File: config.mk
export PLATFORM = sky130hd
export DESIGN_NAME = rvm_ram
export DESIGN_NICKNAME = d
export VERILOG_FILES = /design/src/hw/rtl/assert_macros.svh /design/src/hw/rtl/rvm_ram.sv
export SDC_FILE = /design/constraint.sdc
export NUM_CORES = 1
export LEC_CHECK = 0
export BUFFER_PORTS_ARGS = -buffer_cell sky130_fd_sc_hd__buf_4
export CORE_UTILIZATION = 46
export CTS_CLUSTER_SIZE = 28
export DETAILED_ROUTE_END_ITERATION = 10
export HOLD_SLACK_MARGIN = 0.02
export PLACE_DENSITY_LB_ADDON = 0.12
export SLEW_MARGIN = 30
export SYNTH_ARGS = -nofsm -noshare
export SYNTH_HDL_FRONTEND = slang
export SYNTH_SLANG_ARGS = --single-unit
export TNS_END_PERCENT = 10
File: constraint.sdc
create_clock -name clk -period 3.95 [get_ports clk]
set_clock_uncertainty 0.2 [all_clocks]
set_input_delay 0.79 -clock clk [delete_from_list [all_inputs] [get_ports clk]]
set_output_delay 0.79 -clock clk [all_outputs]
set_load 0.005 [all_outputs]
File: src/hw/rtl/assert_macros.svh
// Assertion helpers shared by the RTL.
`ifndef ASSERT_MACROS_SVH
`define ASSERT_MACROS_SVH

// Property checked on every rising clk edge outside reset.
`define AST_HOLDS(label, prop, msg) \
	label: assert property (@(posedge clk) disable iff (!arst_n) prop) \
	else $error(msg);

// Condition that must never be seen outside reset.
`define AST_NEVER(label, cond, msg) \
	label: assert property (@(posedge clk) disable iff (!arst_n) !(cond)) \
	else $error(msg);

`endif

File: src/hw/rtl/rvm_ram.sv
`timescale 1ns / 1ps
`default_nettype none
module rvm_ram #(
	parameter int W = 8,
	parameter int D = 16
) (
	input  wire logic                 clk,
	input  wire logic                 we,
	input  wire logic [$clog2(D)-1:0] waddr,
	input  wire logic [W-1:0]         wdata,
	input  wire logic [$clog2(D)-1:0] raddr,
	output logic      [W-1:0]         rdata
);
	logic [W-1:0] mem_q [D];

	always_ff @(posedge clk) begin
		if (we) begin
			mem_q[waddr] <= wdata;
		end
		rdata <= mem_q[raddr];
	end
endmodule
`default_nettype wire

==> PnR_summary.wiki, run 1 <==
{| class="wikitable"
! Metric !! Value
|-
| Congestion Overflow GR || 0
|-
| Via count of the first global-routing pass || 2,385
|-
| Final setup violation count || 0
|-
| Required time worst endpoint || 4.14 ns
|-
| Row cnt || 38
|-
| Area taken by flip-flops and latches || 0.004004 mm²
|-
| Global-route wire length before repair || 14,870 µm
|-
| Area of the die || 0.01162 mm²
|-
| Fin crit share || 56.22%
|-
| Half-perimeter wire length after detailed placement || 6052 µm
|-
| Number of antenna violations at the first check in global routing || 0
|-
| Crit path arrival time || 2.41 ns
|-
| Wire length reported by the detailed router || 10,060 µm
|-
| Share of synthesized flip-flops with an asynchronous set or reset || 0%
|-
| Leakage || 0.001995 µW
|-
| Vias after detailed routing || 2,414
|-
| Total number of clock tree sinks || 136
|-
| Root buffer cell || clkbuf_8
|-
| H-tree depth || 4
|-
| TritonCTS clock tree || done
|-
| Pwr dens || 531.0 mW/mm²
|-
| Nets in the synthesized netlist || 247
|-
| Post-synth design cell area || 0.005147 mm²
|-
| Count of fill cells added during filler insertion || 839
|-
| Slew headroom || 37.62%
|-
| Series of cell instances along the critical path || buf_4, mux4_1, a22oi_1, nand2_1
|-
| Gates resized, CTS repair || 0
|-
| Number of max-slew violations in the final report || 0
|-
| Final RePlAce weighted congestion || 0.7059
|-
| Endpoint of the worst-slack reg-to-reg timing path || rdata[0]
|-
| Number of register bits inferred by synthesis || 136
|-
| Buffers and inverters on the worst path || 1
|-
| EDFF count, synth || 128
|-
| Dominant delay contributor by cell family on the critical path || multiplexers
|-
| Setup repair after global routing missed its margin || false
|-
| Highest fanout seen on the critical path || 32
|-
| Delay contributed by the slowest stage of the critical path || 0.69 ns
|-
| Number of violations of the max-capacitance limit || 0
|-
| Hold Crit Start || wdata[5]
|-
| Outcome || finished, final reports clean
|-
| Number of diodes || 0
|-
| Hold-critical path depth || 1
|-
| Start of the worst register-to-register path || mem_q[0][0]
|-
| Share of layout cells above drive strength 1 || 29.43%
|-
| Period minus WS final || 2.221 ns
|-
| Footprint of the multi-input gates || 0.001067 mm²
|-
| Synthesized area divided by synthesized cell count || 22.48 µm²
|-
| Kind of critical path || input pin to flop
|-
| Register-to-register path setup slack || 2.31 ns
|-
| Worst slew pin tran || 0.9322 ns
|-
| Max clock buf depth || 2
|-
| Layout Nets || 287
|-
| Number of buffers added for setup after CTS || 0
|-
| Number of standard cells after synthesis || 229
|-
| Distinct cell type count after synthesis || 19
|-
| Number of stages on the worst setup path || 4
|-
| Type of element launching the critical path || input pin
|-
| Vertical extent of the die || 107.8 µm
|-
| Worst hold margin || 0.3964 ns
|-
| Path type of the worst min-delay path || input pin to flop
|-
| Number of top-level design ports || 26
|-
| Number of warning messages in the yosys log || 0
|-
| Starting density of the core || 47.28%
|-
| Port Buf Inserts || 25
|-
| Most common cell after layout, fill and taps aside || edfxtp_1
|-
| Core utilization of the finished layout || 55.30%
|-
| Largest net degree at the start of global routing || 33
|-
| Number of CTS-inserted buffers || 17
|-
| Total GRT Usage || 19.16%
|-
| Commonest cells after routing, fill and taps aside || 128 x edfxtp_1, 31 x buf_4, 18 x mux4_2
|-
| Endpoint class of the critical path || flop
|-
| Overall die width || 107.8 µm
|-
| Highest clock rate || 0.4503 GHz
|-
| Accumulated negative setup slack || 0 ns
|-
| Area delta synth->final || 16.97%
|-
| Clock-pin transition on the worst setup and hold timing paths || 0.06 ns
|-
| Worst supply voltage drop on vdd || 0.2264 mV
|-
| Placeable core area || 0.01089 mm²
|-
| Top flip-flop cell by instance count after synthesis || edfxtp_1
|-
| Clock insertion delay at the later pin of the skew report || 0.51 ns
|-
| Average wire per cell in the routed design || 23.83 µm
|-
| Vias per Instance || 5.720
|-
| Post-DRT Antenna Nets || 0
|-
| Hold bufs inserted after CTS || 0
|-
| Count of TritonRoute iterations in the first routing pass || 4
|-
| Slowest stage cell on the critical path || mux4_1
|-
| Depth of the worst register-to-register path || 3
|-
| WHS Endpoint || mem_q[15][5]
|-
| Final Hold Viols || 0
|-
| Number of violations reported at the end of detailed-routing iteration 0 || 151
|-
| DRC violation count after routing || 0
|-
| Part of the Yosys area used for sequential elements || 77.78%
|}
## cell families after synthesis
| group | synth area share, % |
|---|---|
| simple gates | 3.184 |
| flops | 77.78 |
| buf+inv | 1.677 |
| compound gates | 2.334 |
| mux | 15.02 |
## synth_stat cells (2+ instances only)
cell type / n / area (µm²)
nand3b_1: 2 / 15.01
edfxtp_1: 128 / 3844
mux4_1: 14 / 367.9
mux4_2: 18 / 405.4
nor2_1: 13 / 48.80
nor3_1: 4 / 20.02
buf_6: 3 / 33.78
nand2b_1: 2 / 12.51
clkdlybuf4s25_2: 3 / 30.03
dfxtp_1: 8 / 160.2
buf_2: 3 / 15.01
nand2_1: 9 / 33.78
a22oi_1: 16 / 120.1
## per-stage QoR
stage	setup WS (ns)	area (µm²)	instances	power, µW
after detailed placement	1.159	5469	390	1809
after global placement	1.180	5469	390	1806
after global routing	1.683	6021	422	3290
final	1.730	6021	422	3197
after CTS	1.692	6011	422	3217
after floorplan	1.467	5147	229	1733
## layer usage
metal	vias up	wire length, µm	global-route usage, %
li1	1056	-	-
met1	1285	4701	27.09
met2	65	4864	29.30
met3	8	402	5.145
met4	0	87	5.675
met5	-	0	0
## worst register-to-register path: cells and delay by family, from the launching register on
| family | cells | cell delay [ns] |
|---|---|---|
| compound gates | 1 | 0.33 |
| flops | 1 | 0.36 |
| mux | 1 | 0.55 |
| simple gates | 1 | 0.08 |
## report_power, final
part           switching (µW)  leakage, µW  total (µW)  internal [µW]
logic                    84.3     0.000522         152           68.1
registers                10.2      0.00122        1620           1610
clock network             588     0.000250        1420            832
## state kept, by name (all words and copies together) (netlist names)
| register | count |
|---|---|
| rdata | 8 |
| mem_q | 128 |
## worst max-delay path by stage
stage	startpoint	end	slack, ns
2_1_floorplan	waddr[2]	mem_q[0][0]	1.47
3_3_place_gp	raddr[0]	rdata[0]	1.18
3_5_place_dp	raddr[0]	rdata[0]	1.16
4_1_cts	raddr[0]	rdata[0]	1.69
5_1_grt	raddr[0]	rdata[0]	1.68
6_report	raddr[0]	rdata[0]	1.73
## layout make-up
cell class / instances / share of cell area (%)
clock buffer: 17 / 6.879
clock inverter: 15 / 2.120
multi-input combinational: 83 / 17.73
sequential: 136 / 66.50
tap: 140 / 2.909
timing repair buffer: 31 / 3.865
(Power assumes the default switching activity.)
==> run 2, diff against run 1 <==
- clock period: 3.95 -> 2.04 ns (I/O delays scaled with it)
==> run 2 against run 1 <==
  * Sequential cell count stayed put
  * Register-to-register slack lost 1.8 ns
  * Combinational power rose by 120%
  * Die area unchanged
  * Non-clock buffer count grew 25
  * Power increased by 110%
  * Wire length down 4.7%
  * Worst hold slack lost 0.19 ns
  * Sequential share of layout area down 3.6 points
  * Via count fell by 1.4%
  * Sequential power rose by 94%
  * Final area rose by 5.7%
  * Critical endpoint is now rdata[7]
  * Largest cell class unchanged
==> PnR_summary.wiki, run 2 (synthesis gave the netlist of run 1 again) <==
{| class="wikitable"
! Metric !! Value
|-
| Outcome || finished, final reports clean
|-
| Layout Nets || 312
|-
| Final RePlAce weighted congestion || 0.6968
|-
| Delay contributed by the slowest stage of the critical path || 0.39 ns
|-
| Largest net degree at the start of global routing || 20
|-
| Setup repair after global routing missed its margin || false
|-
| Placeable core area || 0.01089 mm²
|-
| TritonCTS clock tree || done
|-
| Root buffer cell || clkbuf_8
|-
| Leakage || 0.002188 µW
|-
| Post-DRT Antenna Nets || 0
|-
| Endpoint of the worst-slack reg-to-reg timing path || rdata[2]
|-
| H-tree depth || 4
|-
| Top Registers || mem_q x128, rdata x8
|-
| Slowest stage cell on the critical path || dfxtp_1
|-
| Highest fanout seen on the critical path || 1
|-
| Series of cell instances along the critical path || buf_4
|-
| WHS Endpoint || mem_q[0][4]
|-
| Average wire per cell in the routed design || 21.44 µm
|-
| Number of top-level design ports || 26
|-
| Gates resized, CTS repair || 0
|-
| Congestion Overflow GR || 0
|-
| Via count of the first global-routing pass || 2,557
|-
| Number of violations of the max-capacitance limit || 0
|-
| Hold bufs inserted after CTS || 8
|-
| Area delta synth->final || 23.68%
|-
| Max FFs per register || 128
|-
| Starting density of the core || 47.28%
|-
| Vertical extent of the die || 107.8 µm
|-
| Area of the die || 0.01162 mm²
|-
| Count of fill cells added during filler insertion || 812
|-
| Number of diodes || 0
|-
| Dominant delay contributor by cell family on the critical path || flip-flops
|-
| Pwr dens || 1043 mW/mm²
|-
| Period minus WS final || 1.651 ns
|-
| Number of buffers added for setup after CTS || 0
|-
| DRC violation count after routing || 0
|-
| Kind of critical path || flop to primary output
|-
| Endpoint class of the critical path || primary output
|-
| Buffers and inverters on the worst path || 1
|-
| Most common cell after layout, fill and taps aside || edfxtp_1
|-
| Vias after detailed routing || 2,381
|-
| Launching element of the worst setup path || rdata[7]
|-
| Register with the most flip-flops || mem_q
|-
| Global-route wire length before repair || 14,460 µm
|-
| Number of max-slew violations in the final report || 0
|-
| Total number of clock tree sinks || 136
|-
| Worst hold margin || 0.2066 ns
|-
| Required time worst endpoint || 1.43 ns
|-
| Depth of the worst register-to-register path || 3
|-
| Overall die width || 107.8 µm
|-
| Vias per Instance || 5.327
|-
| Path type of the worst min-delay path || input pin to flop
|-
| Clock-pin transition on the worst setup and hold timing paths || 0.06 ns
|-
| Core utilization of the finished layout || 58.47%
|-
| Worst slew pin tran || 0.8194 ns
|-
| Final setup violation count || 0
|-
| Cell area after layout || 0.006366 mm²
|-
| Max clock buf depth || 2
|-
| Hold Crit Start || waddr[0]
|-
| Tot Pwr || 6642 µW
|-
| Row cnt || 38
|-
| Footprint of the multi-input gates || 0.001062 mm²
|-
| Share of layout cells above drive strength 1 || 31.60%
|-
| Wire length reported by the detailed router || 9584 µm
|-
| Number of CTS-inserted buffers || 17
|-
| Port Buf Inserts || 25
|-
| Start of the worst register-to-register path || mem_q[9][2]
|-
| Highest clock rate || 0.6055 GHz
|-
| Worst supply voltage drop on vdd || 0.4752 mV
|-
| Number of antenna violations at the first check in global routing || 0
|-
| Count of TritonRoute iterations in the first routing pass || 4
|-
| Clock insertion delay at the later pin of the skew report || 0.51 ns
|-
| Slew headroom || 45.26%
|-
| Register-to-register path setup slack || 0.48 ns
|-
| Area taken by flip-flops and latches || 0.004004 mm²
|-
| Commonest cells after routing, fill and taps aside || 128 x edfxtp_1, 43 x buf_4, 18 x mux4_2
|-
| Total GRT Usage || 18.57%
|-
| Type of element launching the critical path || flop
|-
| Fin crit share || 80.95%
|-
| Hold-critical path depth || 3
|-
| Cell area reported after detailed placement || 0.005664 mm²
|-
| Half-perimeter wire length after detailed placement || 6357 µm
|-
| Number of violations reported at the end of detailed-routing iteration 0 || 147
|-
| Crit path arrival time || 1.04 ns
|-
| Final Hold Viols || 0
|}
run 2: stage by stage:
stage                     std cells  setup slack [ns]  setup TNS, ns
after floorplan                 229            0.1659              0
after global placement          407          -0.04001       -0.04001
after detailed placement        407          -0.02652       -0.02652
after CTS                       447            0.3291              0
after global routing            447            0.3473              0
final                           447            0.3886              0
run 2: worst max-delay path by stage:
stage	endpoint	slack (ns)	cells past startpoint
2_1_floorplan	mem_q[3][0]	0.17	2
3_3_place_gp	rdata[7]	-0.04	6
3_5_place_dp	rdata[7]	-0.03	6
4_1_cts	rdata[7]	0.33	1
5_1_grt	rdata[7]	0.35	1
6_report	rdata[7]	0.39	1
run 2: layout make-up:
cell class / count / share of cell area, %
Timing Repair Buffer: 56 / 7.901
Clock inverter: 15 / 3.263
Multi-Input combinational cell: 83 / 16.69
Sequential cell: 136 / 62.89
Tap cell: 140 / 2.752
Clock buffer: 17 / 6.505
run 2: power breakdown:
group          switching [µW]  internal (µW)  total [µW]
sequential               19.7           3120        3140
clock                    1080           2090        3170
combinational             162            167         329
run 2: per-layer routing:
metal | share of wire (%) | track usage [%]
met5 | 0 | 0
met3 | 4.7 | 5.145
met4 | 0.65 | 7.045
met1 | 44 | 24.38
met2 | 51 | 29.58
