## config.mk

```make
export PLATFORM = sky130hd
export DESIGN_NAME = rvm_div
export DESIGN_NICKNAME = d
export VERILOG_FILES = /design/src/hw/rtl/assert_macros.svh /design/src/hw/rtl/rvm_pkg.sv /design/src/hw/rtl/rvm_div.sv
export SDC_FILE = /design/constraint.sdc
export NUM_CORES = 1
export LEC_CHECK = 0
export BUFFER_PORTS_ARGS = -buffer_cell sky130_fd_sc_hd__buf_2
export CORE_AREA = 2 2 150 152
export CTS_CLUSTER_DIAMETER = 40
export DETAILED_ROUTE_END_ITERATION = 10
export DIE_AREA = 0 0 152 154
export GPL_TIMING_DRIVEN = 0
export MAX_ROUTING_LAYER = met4
export PLACE_DENSITY_LB_ADDON = 0.05
export RECOVER_POWER = 25
export SETUP_SLACK_MARGIN = 0.15
export SYNTH_ARGS = -nofsm -noshare
export SYNTH_HDL_FRONTEND = slang
export SYNTH_SLANG_ARGS = --single-unit
```

## constraint.sdc

```tcl
create_clock -name clk -period 9 [get_ports clk]
set_clock_uncertainty 0.05 [all_clocks]
set_input_delay 0.45 -clock clk [delete_from_list [all_inputs] [get_ports clk]]
set_output_delay 0.45 -clock clk [all_outputs]
set_load 0.1 [all_outputs]
```

## src/hw/rtl/assert_macros.svh

```systemverilog
// Assertion helpers shared by the RTL.
`ifndef ASSERT_MACROS_SVH
`define ASSERT_MACROS_SVH

// Property checked on every rising clk edge outside reset.
`define AST_HOLDS(label, prop, msg) \
	label: assert property (@(posedge clk) disable iff (!arst_n) prop) \
	else $error(msg);

// Condition that must never be seen outside reset.
`define AST_NEVER(label, cond, msg) \
	label: assert property (@(posedge clk) disable iff (!arst_n) !(cond)) \
	else $error(msg);

`endif

```

## src/hw/rtl/rvm_pkg.sv

```systemverilog
`timescale 1ns / 1ps
`default_nettype none
package rvm_pkg;

	localparam int HEAP_BYTES  = 4096;
	localparam int STACK_BYTES = 4096;
	localparam int CALL_DEPTH  = 256;

	localparam int HEAP_AW     = $clog2(HEAP_BYTES);
	localparam int STACK_WORDS = STACK_BYTES / 8;
	localparam int SW_AW       = $clog2(STACK_WORDS);
	localparam int SP_W        = $clog2(STACK_BYTES + 1);
	localparam int RS_AW       = $clog2(CALL_DEPTH);
	localparam int RD_W        = $clog2(CALL_DEPTH + 1);
	localparam int CLR_N       = (HEAP_BYTES > STACK_WORDS) ? HEAP_BYTES : STACK_WORDS;
	localparam int CLR_W       = $clog2(CLR_N);

	localparam logic [4:0] OP_ADD   = 5'd0;
	localparam logic [4:0] OP_SUB   = 5'd1;
	localparam logic [4:0] OP_MUL   = 5'd2;
	localparam logic [4:0] OP_DIV   = 5'd3;
	localparam logic [4:0] OP_MOD   = 5'd4;
	localparam logic [4:0] OP_AND   = 5'd5;
	localparam logic [4:0] OP_OR    = 5'd6;
	localparam logic [4:0] OP_XOR   = 5'd7;
	localparam logic [4:0] OP_SHL   = 5'd8;
	localparam logic [4:0] OP_SHR   = 5'd9;
	localparam logic [4:0] OP_LOAD  = 5'd10;
	localparam logic [4:0] OP_STORE = 5'd11;
	localparam logic [4:0] OP_LDI   = 5'd12;
	localparam logic [4:0] OP_PUSH  = 5'd13;
	localparam logic [4:0] OP_POP   = 5'd14;
	localparam logic [4:0] OP_JMP   = 5'd15;
	localparam logic [4:0] OP_JZ    = 5'd16;
	localparam logic [4:0] OP_JNZ   = 5'd17;
	localparam logic [4:0] OP_JLT   = 5'd18;
	localparam logic [4:0] OP_JLE   = 5'd19;
	localparam logic [4:0] OP_JGT   = 5'd20;
	localparam logic [4:0] OP_JGE   = 5'd21;
	localparam logic [4:0] OP_CALL  = 5'd22;
	localparam logic [4:0] OP_RET   = 5'd23;
	localparam logic [4:0] OP_CMP   = 5'd24;
	localparam logic [4:0] OP_NOP   = 5'd25;
	localparam logic [4:0] OP_HALT  = 5'd26;

	localparam logic [3:0] ST_OK       = 4'd0;
	localparam logic [3:0] ST_DIVZ     = 4'd1;
	localparam logic [3:0] ST_MODZ     = 4'd2;
	localparam logic [3:0] ST_BOUNDS   = 4'd3;
	localparam logic [3:0] ST_OVER     = 4'd4;
	localparam logic [3:0] ST_UNDER    = 4'd5;
	localparam logic [3:0] ST_RETEMPTY = 4'd6;
	localparam logic [3:0] ST_BADOP    = 4'd7;
	localparam logic [3:0] ST_CALLFULL = 4'd8;

	localparam logic [3:0] FLAG_REG = 4'd15;

	typedef enum logic [3:0] {
		S_CLEAR, S_IDLE, S_EXEC, S_MUL, S_DIV, S_LOAD, S_STORE, S_POP, S_RET, S_FIN
	} state_t;

	typedef struct packed {
		logic        start;
		logic [63:0] num;
		logic [63:0] den;
	} div_req_t;

	typedef struct packed {
		logic        done;
		logic [63:0] quo;
		logic [63:0] rem;
	} div_rsp_t;

endpackage
`default_nettype wire

```

## src/hw/rtl/rvm_div.sv

```systemverilog
`timescale 1ns / 1ps
`default_nettype none
module rvm_div import rvm_pkg::*; (
	input  wire logic     clk,
	input  wire logic     arst_n,
	input  wire div_req_t req,
	output div_rsp_t      rsp
);
	logic        busy_q, done_q;
	logic [5:0]  cnt_q;
	logic [63:0] quo_q, rem_q, den_q;
	logic [64:0] rem_sh, diff;

	// restoring, one quotient bit per cycle
	assign rem_sh = {rem_q, quo_q[63]};
	assign diff   = rem_sh - {1'b0, den_q};

	always_ff @(posedge clk or negedge arst_n) begin
		if (!arst_n) begin
			busy_q <= 1'b0;
			done_q <= 1'b0;
			cnt_q  <= '0;
		end else begin
			done_q <= 1'b0;
			if (req.start) begin
				busy_q <= 1'b1;
				cnt_q  <= 6'd63;
			end else if (busy_q) begin
				if (cnt_q == 6'd0) begin
					busy_q <= 1'b0;
					done_q <= 1'b1;
				end else begin
					cnt_q <= cnt_q - 6'd1;
				end
			end
		end
	end

	always_ff @(posedge clk) begin
		if (req.start) begin
			quo_q <= req.num;
			rem_q <= '0;
			den_q <= req.den;
		end else if (busy_q) begin
			if (!diff[64]) begin
				rem_q <= diff[63:0];
				quo_q <= {quo_q[62:0], 1'b1};
			end else begin
				rem_q <= rem_sh[63:0];
				quo_q <= {quo_q[62:0], 1'b0};
			end
		end
	end

	assign rsp.done = done_q;
	assign rsp.quo  = quo_q;
	assign rsp.rem  = rem_q;
endmodule
`default_nettype wire

```

==> impl_metrics.py, run 1 <==
metrics = {
    "timing": {
        "final-setup-viol-count": 0,
        "worst_slew_pin_slew_ns": 3.99,
        "hold_ws_ns": 0.115,
        "min_period_ns": 5.70,
        "fin_crit_sh": 0.633,
        "rsz0062_at_grt": "no",
        "slew_viol_final": 70,
        "tns_ns": 0,
        "fmax_mhz": 175,
        "relSlewSlack": -1.66,
        "hold_viol": 0,
    },
    "critical_path": {
        "crit_buf_inv": 4,
        "r2r_slack_ns": 5.00,
        "path_cells": "clkbuf_1, nor2_1, clkbuf_1, inv_2, buf_12",
        "slowest_stage": "clkbuf_1",
        "crit_type": "in2reg",
        "crit_family": "buffers and inverters",
        "crit_fanout": 69,
        "startpoint_type": "primary input",
        "slowest_delay_ns": 2.76,
        "worstSetupEndpointType": "register",
        "crit_top_cell": "clkbuf_1",
        "cp.required_ns": 9.10,
        "crit_arrival_ns": 5.80,
    },
    "die": {
        "core-area_um2": 21700,
        "die_area_um2": 23400,
        "start_util": 0.544,
        "rows": 54,
        "pin_count": 260,
        "die_w_um": 152,
        "die_height_um": 154,
    },
    "routing": {
        "drcViolationCount": 0,
        "wl_per_cell_um": 19.1,
        "drt_iter0_drc": 572,
        "firstDrtPassIters": 5,
        "via_per_inst": 5.74,
        "routed_wl_mm": 34.1,
        "ant_nets": 0,
        "vias": 10300,
    },
    "global_route": {
        "antenna_found_initial": 0,
        "grt_pass1_wl_mm": 53.8,
        "grt_max_degree": 70,
        "grt_pass1_vias": 10100,
        "grt.overflow.total": 0,
        "grt.total_usage": 0.298,
    },
    "place": {
        "dp_hpwl_mm": 26.3,
        "gp_congestion": 0.963,
        "dp.cells": 1755,
        "portBuffers": 259,
    },
    "pwr": {
        "leakage_nw": 6.09,
        "p_per_area_nw_per_um2": 165,
        "peakVddDrop_mv": 0.130,
    },
    "clocking": {
        "cts_setup_buffers": 0,
        "cts_resized": 0,
        "cts.clk_slew.worst_paths_ns": 0.09,
        "cts_buffers": 17,
        "cts_sinks": 200,
        "h-tree-depth": 4,
        "cts_tree": "yes",
        "insertion_delay_ns": 0.45,
        "cts_root_buffer": "clkbuf_16",
        "cts_buffer_depth": 2,
    },
    "logic_synthesis": {
        "ys_ff_latch": 200,
        "syn_avg_cell_area_um2": 9.72,
        "syn_nets": 1413,
        "synth-main-ff-cell": "edfxtp_1",
        "ys_types": 65,
        "synth_edf_count": 128,
        "syn_area_um2": 11800,
        "ys_seq_area_frac": 0.451,
        "ys.warnings.count": 0,
        "synthCells": 1215,
        "synth-async-reset-ratio": 0.0400,
    },
    "layout": {
        "final_common_cell": "buf_2",
        "finalNonFillerCells": 1789,
        "area_growth_pct": 19.4,
        "final_cell_mix": "buf_2 (271), nand2_1 (173), edfxtp_1 (128), nor2_1 (90), a21oi_1 (85)",
        "drive_gt1_frac": 0.257,
        "nNetsFinal": 1693,
    },
    "outcome": {
        "violations": "max-capacitance violations, max-slew violations",
        "status": "finished, violations left",
    },
    "hold_path": {
        "hp-class": "in2reg",
    },
    "job": {
        "maxCapViolCount": 1,
    },
}
## sequential cells by signal, summed over array words and instances (netlist names)
name	flops
den_q	64
done_q	1
quo_q	64
rem_q	64
busy_q	1
cnt_q	6
## report_power, final
part	total [mW]	leakage [nW]	internal (mW)	switching, mW
logic	0.481	3.89	0.117	0.364
registers	1.06	1.90	1.04	0.0245
clock network	0.787	0.294	0.380	0.408
total	2.33	6.09	1.54	0.796
## logic make-up (layout without fill, tap and decap cells)
| logic type | count (synthesis) | in the layout | share of synthesized area |
|---|---|---|---|
| other | 0 | 1 | 0 |
| multiplexers | 77 | 77 | 0.0720 |
| buffers and inverters | 144 | 437 | 0.0516 |
| AO/OA/AOI/OAI | 293 | 293 | 0.166 |
| flip-flops | 200 | 200 | 0.451 |
| AND/OR/NAND/NOR | 369 | 369 | 0.139 |
| XOR/XNOR | 65 | 65 | 0.0489 |
| adder cells (fa/ha/maj) | 67 | 67 | 0.0716 |
## cell type report
type / count / area, um^2
fillers: 1844 / 7590
plain buffers: 61 / 298
well taps: 280 / 350
clock buffers: 18 / 429
clock inverters: 14 / 185
multi-input cells: 871 / 5870
flip-flops and latches: 200 / 5330
inverters: 83 / 312
diodes: 1 / 2.50
repair buffers: 261 / 1320
## worst register-to-register path, delay by kind of cell, from the launching register on
kind	cells	cell delay [ns]
AOI/OAI and AO/OA	6	1.53
and+or+nand+nor	3	0.44
DFF	1	0.37
xor gates and xnor gates	1	0.17
adders and majority gates	2	0.62
buffers and inverters	3	0.71
## layer usage
layer | up-vias | track usage | part of all wire
li1 | 4972 | - | -
met1 | 4873 | 0.376 | 0.43
met2 | 368 | 0.484 | 0.48
met3 | 53 | 0.0603 | 0.068
met4 | 0 | 0.0935 | 0.025
met5 | - | - | 0
## timing repair
item | in CTS | in global routing
hold buffers | 1 | 0
hold endpoints to repair | 8 | 0
endpoints found under the setup margin | 0 | 0
## stage by stage
stage | utilization | power, mW | setup WS (ns) | cell area [um^2]
finish | 0.650 | 2.33 | 3.30 | 14100
global route | 0.650 | 2.41 | 2.81 | 14100
floorplan | - | 1.45 | 5.01 | 11800
detailed placement | 0.621 | 1.56 | 5.07 | 13500
global placement | 0.620 | 1.56 | 3.91 | 13500
CTS | 0.650 | 2.34 | 5.00 | 14100
## cells in the mapped netlist, types with 15 or more instances
cell / n / area, um^2
a21oi_1: 85 / 425
a311oi_1: 42 / 368
buf_2: 16 / 80.1
clkbuf_1: 36 / 135
dfxtp_1: 64 / 1280
edfxtp_1: 128 / 3840
ha_1: 66 / 826
inv_1: 83 / 312
mux2_2: 63 / 709
nand2_1: 173 / 649
nand2b_1: 15 / 93.8
nand4_1: 20 / 125
nor2_1: 90 / 338
o21ai_0: 39 / 195
o21ai_1: 19 / 95.1
xnor2_1: 42 / 368
xor2_1: 22 / 193
## final timing paths
check,start,to,cells past startpoint
min in group asynchronous,arst_n,cnt_q[0],2
hold reg to reg,rem_q[10],rem_q[10],2
setup / recovery,req[128],quo_q[26],5
setup reg to reg,quo_q[63],rem_q[42],15
max in group asynchronous,arst_n,cnt_q[3],2
hold / removal,req[5],den_q[5],1
No activity file was read; power rests on OpenSTA's default activity.
==> inputs of run 2 (changes only) <==
==> constraint.sdc (replaced) <==
create_clock -name clk -period 5.4 [get_ports clk]
set_clock_uncertainty 0.05 [all_clocks]
set_input_delay 0.27 -clock clk [delete_from_list [all_inputs] [get_ports clk]]
set_output_delay 0.27 -clock clk [all_outputs]
set_load 0.1 [all_outputs]
==> run 2 against run 1 <==
Against the previous run:
- the run now ends clean
- setup slack got worse by 1.9 ns
- core utilization rose by 3.0 points
- cell count rose by 3.5%
- power rose by 68%
==> impl_metrics.py, run 2 (synthesis gave the netlist of run 1 again) <==
metrics = {
    "outcome": {
        "status": "complete, no violations",
    },
    "global_route": {
        "antenna_found_initial": 0,
        "grt_pass1_vias": 10400,
        "grt.total_usage": 0.304,
        "grt_pass1_wl_mm": 55.1,
        "grt_max_degree": 70,
        "grt.overflow.total": 0,
    },
    "die": {
        "die_height_um": 154,
        "core-area_um2": 21700,
        "pin_count": 260,
        "start_util": 0.544,
        "die_w_um": 152,
        "rows": 54,
        "die_area_um2": 23400,
    },
    "timing": {
        "hold_viol": 0,
        "worst_slew_pin_slew_ns": 0.948,
        "slew_viol_final": 0,
        "final-setup-viol-count": 0,
        "tns_ns": 0,
        "rsz0062_at_grt": "no",
        "relSlewSlack": 0.368,
        "fin_crit_sh": 0.743,
        "min_period_ns": 4.01,
        "fmax_mhz": 249,
    },
    "layout": {
        "nNetsFinal": 1757,
        "reg_top3": "den_q x64, quo_q x64, rem_q x64",
        "area_growth_pct": 24.8,
        "final_util": 0.679,
        "final_cell_mix": "buf_2 (270), nand2_1 (173), edfxtp_1 (128), nor2_1 (90), a21oi_1 (85)",
        "n_antenna_cell": 0,
        "final_area_um2": 14700,
        "final_common_cell": "buf_2",
        "drive_gt1_frac": 0.246,
    },
    "critical_path": {
        "crit_type": "reg2reg",
        "r2r_cells": 15,
        "cp.required_ns": 5.69,
        "r2r_slack_ns": 1.39,
        "crit_fanout": 10,
        "crit_arrival_ns": 4.30,
        "path_cells": "inv_1, ha_1, fa_1, nand2b_1, a21o_1, a211oi_2, a211oi_2, nor2_2, a2bb2oi_1, a221oi_4, xnor2_1, buf_2, buf_2, nand2_1, a311oi_1",
        "worstSetupEndpointType": "register",
        "startpoint_type": "register",
        "slowest_delay_ns": 0.40,
        "timing.rr.end": "rem_q[42]",
        "r2r_start": "quo_q[63]",
        "slowest_stage": "fa_1",
    },
    "routing": {
        "drt_iter0_drc": 680,
        "via_per_inst": 5.68,
        "drcViolationCount": 0,
        "firstDrtPassIters": 5,
        "routed_wl_mm": 34.8,
        "wl_per_cell_um": 18.8,
        "vias": 10500,
        "ant_nets": 0,
    },
    "place": {
        "dp_hpwl_mm": 26.3,
        "placed_area_um2": 13500,
        "gp_congestion": 0.963,
        "portBuffers": 259,
    },
    "pwr": {
        "leakage_nw": 6.36,
        "total_power_mw": 3.92,
        "peakVddDrop_mv": 0.204,
        "p_per_area_nw_per_um2": 266,
    },
    "clocking": {
        "h-tree-depth": 4,
        "cts_tree": "yes",
        "insertion_delay_ns": 0.46,
        "cts.clk_slew.worst_paths_ns": 0.09,
        "cts_root_buffer": "clkbuf_16",
        "cts_buffer_depth": 2,
        "cts_setup_buffers": 0,
        "cts_buffers": 17,
        "cts_sinks": 200,
    },
    "hold_path": {
        "hp-class": "in2reg",
        "worstHoldStart": "req[92]",
        "min_path_cells": 2,
        "hold_path_end": "quo_q[28]",
    },
    "job": {
        "maxCapViolCount": 0,
    },
}
[run 2: metrics by stage]
stage	setup WS, ns	hold WS, ns	std cells
after floorplan	1.41	-0.0756	1215
after global placement	0.491	0.0722	1754
after detailed placement	1.47	0.0717	1755
after CTS	1.40	0.0427	1852
after global routing	1.16	0.0510	1852
final	1.39	0.0531	1852
[run 2: layout make-up]
class / count / area (um^2)
Fill cell: 1767 / 6950
Timing Repair Buffer: 325 / 1960
Multi-Input combinational cell: 871 / 5870
Inverter: 83 / 312
Tap cell: 280 / 350
Buffer: 61 / 298
Sequential cell: 200 / 5330
Clock inverter: 14 / 185
Clock buffer: 18 / 429
[run 2: power breakdown]
part | internal, mW | switching [mW]
sequential | 1.73 | 0.0412
clock | 0.633 | 0.677
combinational | 0.226 | 0.614
total | 2.59 | 1.33
[run 2: worst max path at each step]
stage,slack (ns),cells after the start,to,from
after floorplan,1.41,15,rem_q[23],quo_q[63]
after global placement,0.49,4,quo_q[34],req[128]
after detailed placement,1.47,15,rem_q[56],quo_q[63]
after CTS,1.40,15,rem_q[55],quo_q[63]
after global routing,1.16,15,rem_q[50],quo_q[63]
final,1.39,15,rem_q[42],quo_q[63]
[run 2: per-layer routing]
| metal | share of wire | track usage | up-vias |
|---|---|---|---|
| li1 | - | - | 5091 |
| met1 | 0.43 | 0.385 | 5001 |
| met5 | 0 | - | - |
| met4 | 0.022 | 0.0903 | 0 |
| met3 | 0.059 | 0.0493 | 50 |
| met2 | 0.48 | 0.506 | 375 |
[run 2: repair_timing]
item / in CTS / in global routing
hold endpoints to repair: 72 / 0
gates resized for setup: 0 / 0
hold buffers: 65 / 0
[run 2: worst max-delay path: cells and delay by family, from the launching register on]
family                     cells  cell delay, ns
AOI/OAI and AO/OA              6            1.52
xor gates and xnor gates       1            0.17
adders and majority gates      2            0.61
buffers and inverters          3            0.71
DFF                            1            0.37
and+or+nand+nor                3            0.44
==> inputs of run 3 (changes only) <==
==> constraint.sdc (replaced) <==
create_clock -name clk -period 3.7 [get_ports clk]
set_clock_uncertainty 0.05 [all_clocks]
set_input_delay 0.185 -clock clk [delete_from_list [all_inputs] [get_ports clk]]
set_output_delay 0.185 -clock clk [all_outputs]
set_load 0.1 [all_outputs]
==> run 3 against run 2 <==
Against the previous run:
- the run now ends with design-rule violations left
- cell count up 4.4%
- largest power group unchanged
- maximum frequency up 13%
- register-to-register slack worse by 1.2 ns
- clock power up 53%
- critical path depth up 1
- critical path type unchanged
==> impl_metrics.py, run 3 (synthesis gave the netlist of run 1 again) <==
metrics = {
    "outcome": {
        "status": "finished, violations left",
        "violations": "design-rule violations",
    },
    "pwr": {
        "p_switching_mw": 2.03,
        "combPwrFrac": 0.221,
        "leakage_nw": 6.83,
        "power.share.clock": 0.339,
        "p_seq_frac": 0.440,
        "peakVddDrop_mv": 0.298,
        "p_per_area_nw_per_um2": 373,
        "intPower_mw": 3.87,
        "sw_frac_of_total": 0.344,
    },
    "global_route": {
        "grt_max_degree": 70,
        "antenna_found_initial": 0,
        "grt_pass1_wl_mm": 57.6,
        "grt_pass1_vias": 10900,
        "grt.total_usage": 0.317,
        "grt.overflow.total": 0,
    },
    "layout": {
        "reg_top3": "den_q x64, quo_q x64, rem_q x64",
        "drive_gt1_frac": 0.264,
        "final_cell_mix": "buf_2 (267), nand2_1 (170), dlygate4sd3_1 (129), edfxtp_1 (128), nor2_1 (90)",
        "finalNonFillerCells": 1933,
        "nNetsFinal": 1838,
        "final_area_um2": 15800,
        "final_common_cell": "buf_2",
        "area_growth_pct": 33.9,
        "n_antenna_cell": 0,
        "fill_cells": 1628,
    },
    "clocking": {
        "insertion_delay_ns": 0.46,
        "cts_tree": "yes",
        "cts_root_buffer": "clkbuf_16",
        "h-tree-depth": 4,
        "cts.clk_slew.worst_paths_ns": 0.09,
        "cts_buffer_depth": 2,
        "cts_buffers": 17,
        "cts_sinks": 200,
    },
    "timing": {
        "fin_crit_sh": 0.956,
        "relSlewSlack": 0.382,
        "slew_viol_final": 0,
        "min_period_ns": 3.54,
        "worst_slew_pin_slew_ns": 0.927,
        "fmax_mhz": 283,
        "rsz0062_at_grt": "yes",
        "final-setup-viol-count": 0,
        "hold_viol": 0,
    },
    "critical_path": {
        "crit_type": "reg2reg",
        "worstSetupEndpointType": "register",
        "crit_fanout": 5,
        "crit_arrival_ns": 3.83,
        "cp.required_ns": 4.00,
        "startpoint_type": "register",
    },
    "routing": {
        "vias": 11000,
        "ant_nets": 0,
        "routed_wl_mm": 36.8,
        "firstDrtPassIters": 8,
        "wl_per_cell_um": 19.1,
        "drt_iter0_drc": 840,
        "via_per_inst": 5.69,
        "drcViolationCount": 1,
    },
    "die": {
        "die_height_um": 154,
        "start_util": 0.544,
        "core-area_um2": 21700,
        "die_area_um2": 23400,
        "pin_count": 260,
        "rows": 54,
        "die_w_um": 152,
    },
    "place": {
        "dp_hpwl_mm": 25.8,
        "gp_congestion": 0.918,
        "portBuffers": 259,
        "dp.cells": 1755,
        "placed_area_um2": 13500,
    },
    "job": {
        "maxCapViolCount": 0,
    },
    "hold_path": {
        "hp-class": "in2async",
    },
}
-- run 3: layer usage --
layer / global-route usage / share of wire
met1: 0.393 / 0.42
met2: 0.533 / 0.49
met3: 0.0533 / 0.069
met4: 0.0997 / 0.024
met5: - / 0
-- run 3: final cells by class --
| class | instances | area (um^2) | area share |
|---|---|---|---|
| Buffer | 61 | 369 | 0.0233 |
| Clock buffer | 18 | 439 | 0.0278 |
| Clock inverter | 14 | 200 | 0.0127 |
| Inverter | 83 | 312 | 0.0197 |
| Multi-Input combinational cell | 871 | 6040 | 0.382 |
| Sequential cell | 200 | 5330 | 0.337 |
| Tap cell | 280 | 350 | 0.0222 |
| Timing Repair Buffer | 406 | 2770 | 0.175 |
-- run 3: stage by stage --
stage | hold slack [ns] | utilization | setup TNS [ns] | total power, mW | worst slack [ns]
6_report | 0.127 | 0.729 | 0 | 5.90 | 0.164
5_1_grt | 0.166 | 0.729 | 0 | 6.10 | 0.0110
4_1_cts | 0.0306 | 0.716 | 0 | 5.89 | 0.150
3_5_place_dp | -0.00798 | 0.624 | -0.00189 | 3.80 | -0.00189
3_3_place_gp | -0.0112 | 0.623 | -70.90 | 3.79 | -1.11
2_1_floorplan | -0.161 | - | -7.53 | 3.54 | -0.159
-- run 3: power by group through the flow --
stage               logic, mW  clock network [mW]  registers [mW]
floorplan               0.368                   0            3.17
global placement         1.16                   0            2.63
detailed placement       1.17                   0            2.63
CTS                      1.28                2.02            2.59
global route             1.38                2.11            2.61
finish                   1.31                2.00            2.59
-- run 3: path summary, 6_finish.rpt --
check                           cells after the start         to  slack, ns       from
worst max-delay path                               16   rem_q[3]       0.16  quo_q[63]
worst min-delay path                                2   cnt_q[4]       0.13     arst_n
worst max register to register                     16   rem_q[3]       0.16  quo_q[63]
worst min register to register                      2  rem_q[53]       0.44  rem_q[53]
max in group asynchronous                           2   cnt_q[1]       3.15     arst_n
min in group clk                                    1   den_q[3]       0.35   req[128]
-- run 3: worst max-delay path: stages (launching register included) --
cell and delay [ns]:
edfxtp_1 0.35, inv_1 0.05, ha_2 0.19, fa_2 0.37
nand2b_4 0.17, a21o_4 0.24, a211oi_4 0.27, a211oi_2 0.14
nor2_2 0.20, a2bb2oi_4 0.09, a221oi_4 0.34, xor2_2 0.21
buf_4 0.17, buf_6 0.12, clkbuf_16 0.16, nand2_2 0.05
a311oi_1 0.27
-- run 3: repair_timing --
item                                    4_1_cts  5_1_grt
setup buffers                                 6        8
hold buffers                                129        0
cloned                                        0        3
endpoints found under the setup margin       63       65
pin swaps                                     2       22
gates resized for setup                       4       37
endpoints found under the hold margin       136        0
